### config.mk
export PLATFORM = sky130hd
export DESIGN_NAME = utf16_to_utf8_transcoder_core
export DESIGN_NICKNAME = d
export VERILOG_FILES = /design/src/hw/rtl/u2u8_pkg.sv /design/src/hw/rtl/u2u8_front.sv /design/src/hw/rtl/u2u8_queue.sv /design/src/hw/rtl/u2u8_back.sv /design/src/hw/rtl/utf16_to_utf8_transcoder_core.sv
export SDC_FILE = /design/constraint.sdc
export NUM_CORES = 1
export LEC_CHECK = 0
export BUFFER_PORTS_ARGS = -buffer_cell sky130_fd_sc_hd__buf_2
export CORE_MARGIN = 8
export CORE_UTILIZATION = 50
export DETAILED_ROUTE_END_ITERATION = 6
export HOLD_SLACK_MARGIN = 0.08
export PLACE_DENSITY = 0.76
export SYNTH_ARGS = -nofsm -noshare
export SYNTH_HDL_FRONTEND = slang
export SYNTH_SLANG_ARGS = --single-unit
### constraint.sdc
create_clock -name i_clk -period 8.3 [get_ports i_clk]
set_input_delay 1.245 -clock i_clk [delete_from_list [all_inputs] [get_ports i_clk]]
set_output_delay 1.245 -clock i_clk [all_outputs]
set_load 0.005 [all_outputs]
### src/hw/rtl/u2u8_pkg.sv
package u2u8_pkg;

    localparam int RES_SLOTS = 4;

    localparam logic [2:0] ST_OK              = 3'd0;
    localparam logic [2:0] ST_HIGH_AFTER_HIGH = 3'd1;
    localparam logic [2:0] ST_LOW_NO_HIGH     = 3'd2;
    localparam logic [2:0] ST_HIGH_NO_LOW     = 3'd3;
    localparam logic [2:0] ST_HIGH_AT_END     = 3'd4;

    localparam logic [7:0]  BOM_HI    = 8'hFE;
    localparam logic [7:0]  BOM_LO    = 8'hFF;
    localparam logic [15:0] SUR_MASK  = 16'hF800;
    localparam logic [15:0] SUR_BASE  = 16'hD800;
    localparam logic [20:0] SUPP_BASE = 21'h10000;

    typedef struct packed {
        logic [7:0] first_byte;
        logic [7:0] second_byte;
        logic       end_of_text;
    } t_in_item;

    typedef struct packed {
        logic [7:0] utf8_byte;
        logic       has_byte;
        logic       last_of_run;
        logic [2:0] status;
    } t_out_item;

    typedef struct packed {
        logic [7:0] utf8_byte;
        logic       has_byte;
        logic [2:0] status;
    } t_res;

    typedef struct packed {
        t_res [RES_SLOTS-1:0] res;
        logic [1:0]           last_idx;
    } t_job;

endpackage

### src/hw/rtl/u2u8_front.sv
module u2u8_front
    import u2u8_pkg::*;
(
    input  logic     i_clk,
    input  logic     i_rst_n,
    input  logic     i_cfg_we,
    input  logic     i_cfg_wdata,
    input  logic     i_in_valid,
    output logic     o_in_ready,
    input  t_in_item i_in_item,
    input  logic     i_q_full,
    output logic     o_push,
    output t_job     o_job
);

    logic       r_default_big;
    logic       r_order_big;
    logic       r_pend_valid;
    logic [9:0] r_pend_bits;

    logic       n_order_big;
    logic       n_pend_valid;
    logic [9:0] n_pend_bits;
    logic       has_res;
    logic       accept;

    assign o_in_ready = !i_q_full;
    assign accept     = i_in_valid && o_in_ready;
    assign o_push     = accept && has_res;

    always_comb begin
        logic        bom_be;
        logic        bom_le;
        logic        order;
        logic [15:0] unit;
        logic        is_sur;
        logic        emit;
        logic [2:0]  status;
        logic [20:0] cp;
        logic [9:0]  high;
        logic [7:0]  b0;
        logic [7:0]  b1;

        b0     = i_in_item.first_byte;
        b1     = i_in_item.second_byte;
        bom_be = (b0 == BOM_HI) && (b1 == BOM_LO);
        bom_le = (b0 == BOM_LO) && (b1 == BOM_HI);
        order  = bom_be ? 1'b1 : (bom_le ? 1'b0 : r_order_big);
        unit   = order ? {b0, b1} : {b1, b0};
        is_sur = (unit & SUR_MASK) == SUR_BASE;

        emit         = 1'b1;
        status       = ST_OK;
        cp           = {5'd0, unit};
        high         = '0;
        n_pend_valid = 1'b0;
        n_pend_bits  = '0;
        o_job        = '0;
        has_res      = 1'b1;

        if (is_sur && !unit[10]) begin
            emit         = 1'b0;
            status       = r_pend_valid ? ST_HIGH_AFTER_HIGH : ST_OK;
            n_pend_valid = 1'b1;
            n_pend_bits  = unit[9:0];
        end else if (is_sur) begin
            high   = r_pend_valid ? r_pend_bits : 10'd0;
            status = r_pend_valid ? ST_OK : ST_LOW_NO_HIGH;
            cp     = SUPP_BASE + {1'b0, high, unit[9:0]};
        end else begin
            status = r_pend_valid ? ST_HIGH_NO_LOW : ST_OK;
        end

        if (emit) begin
            for (int k = 0; k < RES_SLOTS; k++) begin
                o_job.res[k].has_byte = 1'b1;
                o_job.res[k].status   = status;
            end
            if (cp < 21'h80) begin
                o_job.res[0].utf8_byte = {1'b0, cp[6:0]};
                o_job.last_idx         = 2'd0;
            end else if (cp < 21'h800) begin
                o_job.res[0].utf8_byte = {3'b110, cp[10:6]};
                o_job.res[1].utf8_byte = {2'b10, cp[5:0]};
                o_job.last_idx         = 2'd1;
            end else if (cp < SUPP_BASE) begin
                o_job.res[0].utf8_byte = {4'b1110, cp[15:12]};
                o_job.res[1].utf8_byte = {2'b10, cp[11:6]};
                o_job.res[2].utf8_byte = {2'b10, cp[5:0]};
                o_job.last_idx         = 2'd2;
            end else begin
                o_job.res[0].utf8_byte = {5'b11110, cp[20:18]};
                o_job.res[1].utf8_byte = {2'b10, cp[17:12]};
                o_job.res[2].utf8_byte = {2'b10, cp[11:6]};
                o_job.res[3].utf8_byte = {2'b10, cp[5:0]};
                o_job.last_idx         = 2'd3;
            end
        end else begin
            // status-only results of a high surrogate
            if (r_pend_valid && i_in_item.end_of_text) begin
                o_job.res[0].status = ST_HIGH_AFTER_HIGH;
                o_job.res[1].status = ST_HIGH_AT_END;
                o_job.last_idx      = 2'd1;
            end else if (r_pend_valid) begin
                o_job.res[0].status = ST_HIGH_AFTER_HIGH;
            end else if (i_in_item.end_of_text) begin
                o_job.res[0].status = ST_HIGH_AT_END;
            end else begin
                has_res = 1'b0;
            end
        end

        n_order_big = order;
        if (i_in_item.end_of_text) begin
            n_order_big  = r_default_big;
            n_pend_valid = 1'b0;
            n_pend_bits  = '0;
        end
    end

    always_ff @(posedge i_clk) begin
        if (!i_rst_n) begin
            r_default_big <= 1'b1;
            r_order_big   <= 1'b1;
            r_pend_valid  <= 1'b0;
            r_pend_bits   <= '0;
        end else begin
            if (i_cfg_we) begin
                r_default_big <= i_cfg_wdata;
            end
            if (accept) begin
                r_order_big  <= n_order_big;
                r_pend_valid <= n_pend_valid;
                r_pend_bits  <= n_pend_bits;
            end
        end
    end

endmodule

### src/hw/rtl/u2u8_queue.sv
module u2u8_queue
    import u2u8_pkg::*;
#(
    parameter int DEPTH = 2
) (
    input  logic i_clk,
    input  logic i_rst_n,
    input  logic i_push,
    input  t_job i_data,
    output logic o_full,
    input  logic i_pop,
    output logic o_empty,
    output t_job o_head
);

    localparam int PTR_W = (DEPTH > 1) ? $clog2(DEPTH) : 1;
    localparam int CNT_W = $clog2(DEPTH + 1);

    t_job             r_mem [DEPTH];
    logic [PTR_W-1:0] r_wr_ptr;
    logic [PTR_W-1:0] r_rd_ptr;
    logic [CNT_W-1:0] r_count;

    assign o_full  = r_count == CNT_W'(DEPTH);
    assign o_empty = r_count == '0;
    assign o_head  = r_mem[r_rd_ptr];

    always_ff @(posedge i_clk) begin
        if (i_push) begin
            r_mem[r_wr_ptr] <= i_data;
        end
    end

    always_ff @(posedge i_clk) begin
        if (!i_rst_n) begin
            r_wr_ptr <= '0;
            r_rd_ptr <= '0;
            r_count  <= '0;
        end else begin
            if (i_push) begin
                r_wr_ptr <= (r_wr_ptr == PTR_W'(DEPTH - 1)) ? '0 : r_wr_ptr + PTR_W'(1);
            end
            if (i_pop) begin
                r_rd_ptr <= (r_rd_ptr == PTR_W'(DEPTH - 1)) ? '0 : r_rd_ptr + PTR_W'(1);
            end
            if (i_push && !i_pop) begin
                r_count <= r_count + CNT_W'(1);
            end else if (i_pop && !i_push) begin
                r_count <= r_count - CNT_W'(1);
            end
        end
    end

endmodule

### src/hw/rtl/u2u8_back.sv
module u2u8_back
    import u2u8_pkg::*;
(
    input  logic      i_clk,
    input  logic      i_rst_n,
    input  logic      i_q_empty,
    input  t_job      i_head,
    output logic      o_pop,
    output logic      o_out_valid,
    input  logic      i_out_ready,
    output t_out_item o_out_item
);

    logic      [1:0] r_idx;
    logic            r_valid;
    t_out_item       r_item;
    logic            load;
    logic            last;

    assign load        = !i_q_empty && (!r_valid || i_out_ready);
    assign last        = r_idx == i_head.last_idx;
    assign o_pop       = load && last;
    assign o_out_valid = r_valid;
    assign o_out_item  = r_item;

    always_ff @(posedge i_clk) begin
        if (load) begin
            r_item.utf8_byte   <= i_head.res[r_idx].utf8_byte;
            r_item.has_byte    <= i_head.res[r_idx].has_byte;
            r_item.status      <= i_head.res[r_idx].status;
            r_item.last_of_run <= last;
        end
    end

    always_ff @(posedge i_clk) begin
        if (!i_rst_n) begin
            r_valid <= 1'b0;
            r_idx   <= '0;
        end else begin
            if (load) begin
                r_valid <= 1'b1;
                r_idx   <= last ? 2'd0 : r_idx + 2'd1;
            end else if (i_out_ready) begin
                r_valid <= 1'b0;
            end
        end
    end

endmodule

### src/hw/rtl/utf16_to_utf8_transcoder_core.sv
// utf16 to utf8 transcoder
// input channel: one utf-16 code unit per item (two raw bytes in stream order plus
//   an end-of-text flag), i_in_valid / o_in_ready
// output channel: one result per item, a utf-8 byte or a status-only result,
//   o_out_valid / i_out_ready; last_of_run marks the final result of an input item
// config: i_cfg_we / i_cfg_wdata write the start-of-text byte order (1 = big endian),
//   used after each end of text; reset sets it to big endian
// data path: the results of an accepted input item are written to the job queue, then
//   loaded one at a time from the queue head into the output register
// throughput: one input item per cycle while the job queue has room; the back end
//   sends one result per cycle while the receiver is ready, 1 to 4 results per item as
//   set by its utf-8 length; items that make no result (a held high surrogate) are not queued
// reset: queue and output register empty, byte order big endian, nothing pending
// receiver stall: the output register holds its result, the queue fills
//   (QUEUE_DEPTH jobs) and then o_in_ready drops until the back end drains
module utf16_to_utf8_transcoder_core
    import u2u8_pkg::*;
#(
    parameter int QUEUE_DEPTH = 2
) (
    input  logic      i_clk,
    input  logic      i_rst_n,
    input  logic      i_cfg_we,
    input  logic      i_cfg_wdata,
    input  logic      i_in_valid,
    output logic      o_in_ready,
    input  t_in_item  i_in_item,
    output logic      o_out_valid,
    input  logic      i_out_ready,
    output t_out_item o_out_item
);

    logic q_full;
    logic q_empty;
    logic q_push;
    logic q_pop;
    t_job q_in;
    t_job q_head;

    u2u8_front u_front (
        .i_clk       (i_clk),
        .i_rst_n     (i_rst_n),
        .i_cfg_we    (i_cfg_we),
        .i_cfg_wdata (i_cfg_wdata),
        .i_in_valid  (i_in_valid),
        .o_in_ready  (o_in_ready),
        .i_in_item   (i_in_item),
        .i_q_full    (q_full),
        .o_push      (q_push),
        .o_job       (q_in)
    );

    u2u8_queue #(
        .DEPTH (QUEUE_DEPTH)
    ) u_queue (
        .i_clk   (i_clk),
        .i_rst_n (i_rst_n),
        .i_push  (q_push),
        .i_data  (q_in),
        .o_full  (q_full),
        .i_pop   (q_pop),
        .o_empty (q_empty),
        .o_head  (q_head)
    );

    u2u8_back u_back (
        .i_clk       (i_clk),
        .i_rst_n     (i_rst_n),
        .i_q_empty   (q_empty),
        .i_head      (q_head),
        .o_pop       (q_pop),
        .o_out_valid (o_out_valid),
        .i_out_ready (i_out_ready),
        .o_out_item  (o_out_item)
    );

endmodule

==> out/metrics.yaml <==
syn2layout_area_growth_pct: 9.69
ys_seq_area_share_pct: 56.8
fin_worst_skew_ns: 0.0103
async_flop_share_pct: 0
ys.warnings.count: 0
drc_errors: 0
max_slew_margin_pct: 34.5
synth_fp_nets: 445
vias: 3443
min_to: "u_front.r_default_big$_SDFFE_PN1P_"
drive_gt1_share_pct: 21.0
path_max_fanout: 21
rows: 37
nets: 479
ys_ff_latch: 104
core_sq_um: 10100
ys_types: 67
clk_path_buf_depth: 2
finalWirelength_um: 11100
insertion_delay_ns: 0.36
cts_tree: "built"
post_cts_buffers: 0
pwr-share-seq_pct: 53.6
clkTransAtPathRegs_ns: 0.10
fmax_ghz: 0.230
syn_area_per_cell_sq_um: 12.2
final.min_clock_period_ns: 4.35
synth-main-ff-cell: "edfxtp_1"
synth_area_sq_um: 5120
leakage_nw: 2.00
worstReg2RegEnd: "u_queue.r_mem[0][6]$_DFFE_PP_"
chipHeight_um: 117
place_ws_ns: 3.65
setup-tns-final_ns: 0
viasPerCell: 5.80
dpl.hpwl_um: 7990
grt_max_degree: 37
layout_setup_ws_ns: 3.95
grt.overflow.total: 0
n_antenna_cell: 0
required_ns: 8.58
setup_viol: 0
drtIter0Drc: 244
synth_cells: 419
start_util_pct: 50.5
dieArea_sq_um: 13700
pwr-share-comb_pct: 25.3
startpoint_type: "primary input"
status: "completed"
drv_slew: 0
peakVddDrop_mv: 0.149
ff2ff_path_depth: 12
synth_edf_count: 83
first_global_vias: 3465
avgRoutedWirePerCell_um: 18.7
die_w_um: 117
ctsRootBufferMaster: "clkbuf_8"
grt_pass1_wl_um: 18100
period_share_pct: 52.4
end_kind: "flip-flop"
post_cts_resized: 0
cts.sinks: 104
swShare_pct: 30.2
numCtsBuffers: 9
port_buffers: 37
holdPathStages: 2
hold_viol_final: 0
antenna_found_initial: 0
place_congestion: 0.933
firstDrtPassIters: 5
cp_data_arrival_time_ns: 4.63
r2r-start: "u_front.r_pend_valid$_SDFFE_PN0P_"
max_cap_viol_count: 0
critPathLaunch: "i_in_item[8]"
ios: 38
final_cell_mix: "83 x edfxtp_1, 38 x nor2_1, 37 x buf_2, 32 x nand2_1, 24 x and2_1"
pwr_density_cell_nw_per_um2: 243
tightest_slew_ns: 0.981
min_from: "u_front.r_default_big$_SDFFE_PN1P_"
intPower_uw: 955
final_antenna_net_count: 0
grt.total_usage_pct: 17.3
hold_class: "reg -> reg"
clkPwrFrac_pct: 21.1
path_class: "in -> reg"
htreeDepth: 3
final_common_cell: "edfxtp_1"
ff2ff_setup_slack_ns: 5.10
rsz0062_at_grt: "false"
p_sw_uw: 412
postCtsHoldBufs: 0
cell families after synthesis:
kind of cell    count (synthesis)  share of synthesized area, %
compound gates                 78                          11.3
xor+xnor                        7                          1.20
fa+ha+maj                       3                         0.733
buf+inv                        32                          2.52
flops                         104                          56.8
mux                            42                          11.9
simple gates                  153                          15.5
cell usage after synthesis, drive strengths merged, types with 6 or more instances:
cell	instances	area [sq um]
and3	7	43.8
mux2	10	113
xnor2	6	52.6
edfxtp	83	2490
buf	6	31.3
nor3	9	50.1
clkbuf	14	52.6
nor2	40	153
nand3	8	45.0
a21oi	16	80.1
inv	12	45.0
nor2b	7	43.8
and2	24	150
dfxtp	21	420
o21ai	21	109
a31oi	6	37.5
nand4	6	37.5
mux2i	18	180
nand2	33	126
mux4	14	315
worst max path at each step:
stage	endpoint
2_1_floorplan	u_queue.r_mem[0][0]$_DFFE_PP_
3_3_place_gp	u_queue.r_mem[0][0]$_DFFE_PP_
3_5_place_dp	u_queue.r_count[1]$_SDFFE_PN0P_
4_1_cts	u_queue.r_count[1]$_SDFFE_PN0P_
5_1_grt	u_queue.r_count[1]$_SDFFE_PN0P_
6_report	u_queue.r_count[1]$_SDFFE_PN0P_
power by group through the flow:
| stage | Sequential [mW] | Combinational (mW) | Clock, mW |
|---|---|---|---|
| after floorplan | 0.726 | 0.246 | 0 |
| after detailed placement | 0.747 | 0.350 | 0 |
| final | 0.733 | 0.346 | 0.288 |
| after CTS | 0.735 | 0.351 | 0.291 |
| after global placement | 0.741 | 0.341 | 0 |
| after global routing | 0.746 | 0.380 | 0.311 |
worst max-delay path, stage by stage:
cell	delay [ns]
buf_2	0.13
nand3_1	0.21
or4_4	0.54
o21a_2	0.26
o31ai_4	0.79
nand2b_1	0.15
o21bai_1	0.28
inv_1	0.10
ha_1	0.34
or3_1	0.35
a21boi_0	0.21
cell type report:
type | count | area, sq um
Timing Repair Buffer | 43 | 230
Clock buffer | 9 | 124
Clock inverter | 7 | 53.8
Inverter | 12 | 45.0
Multi-Input combinational cell | 283 | 2080
Sequential cell | 104 | 2910
Fill cell | 829 | 4520
Tap cell | 136 | 170
routing by layer:
| layer | track usage (%) | wire length, um | up-vias |
|---|---|---|---|
| met3 | 2.82 | 584 | 23 |
| met5 | 0 | 0 | - |
| met2 | 27.7 | 5280 | 121 |
| met1 | 22.9 | 4940 | 1650 |
| met4 | 7.51 | 310 | 0 |
| li1 | - | - | 1649 |
per-stage QoR:
stage               cell area, sq um  total power [mW]  instances  util (%)  hold WS (ns)
floorplan                       5120             0.972        419         -         0.442
global placement                5440              1.08        578      53.7         0.455
detailed placement              5440              1.10        578      53.7         0.480
CTS                             5620              1.38        594      55.4         0.503
global route                    5620              1.44        594      55.4         0.552
finish                          5620              1.37        594      55.4         0.495
registers in the layout, summed over array words and instances, names as in the netlist, named ones only:
register / count
u_back.o_out_item: 13
u_back.o_out_valid: 1
u_back.r_idx: 2
u_front.r_default_big: 1
u_front.r_order_big: 1
u_front.r_pend_bits: 10
u_front.r_pend_valid: 1
u_queue.r_count: 2
u_queue.r_mem: 70
u_queue.r_rd_ptr: 1
u_queue.r_wr_ptr: 1
Note: power is estimated with default switching activity, not from simulation.
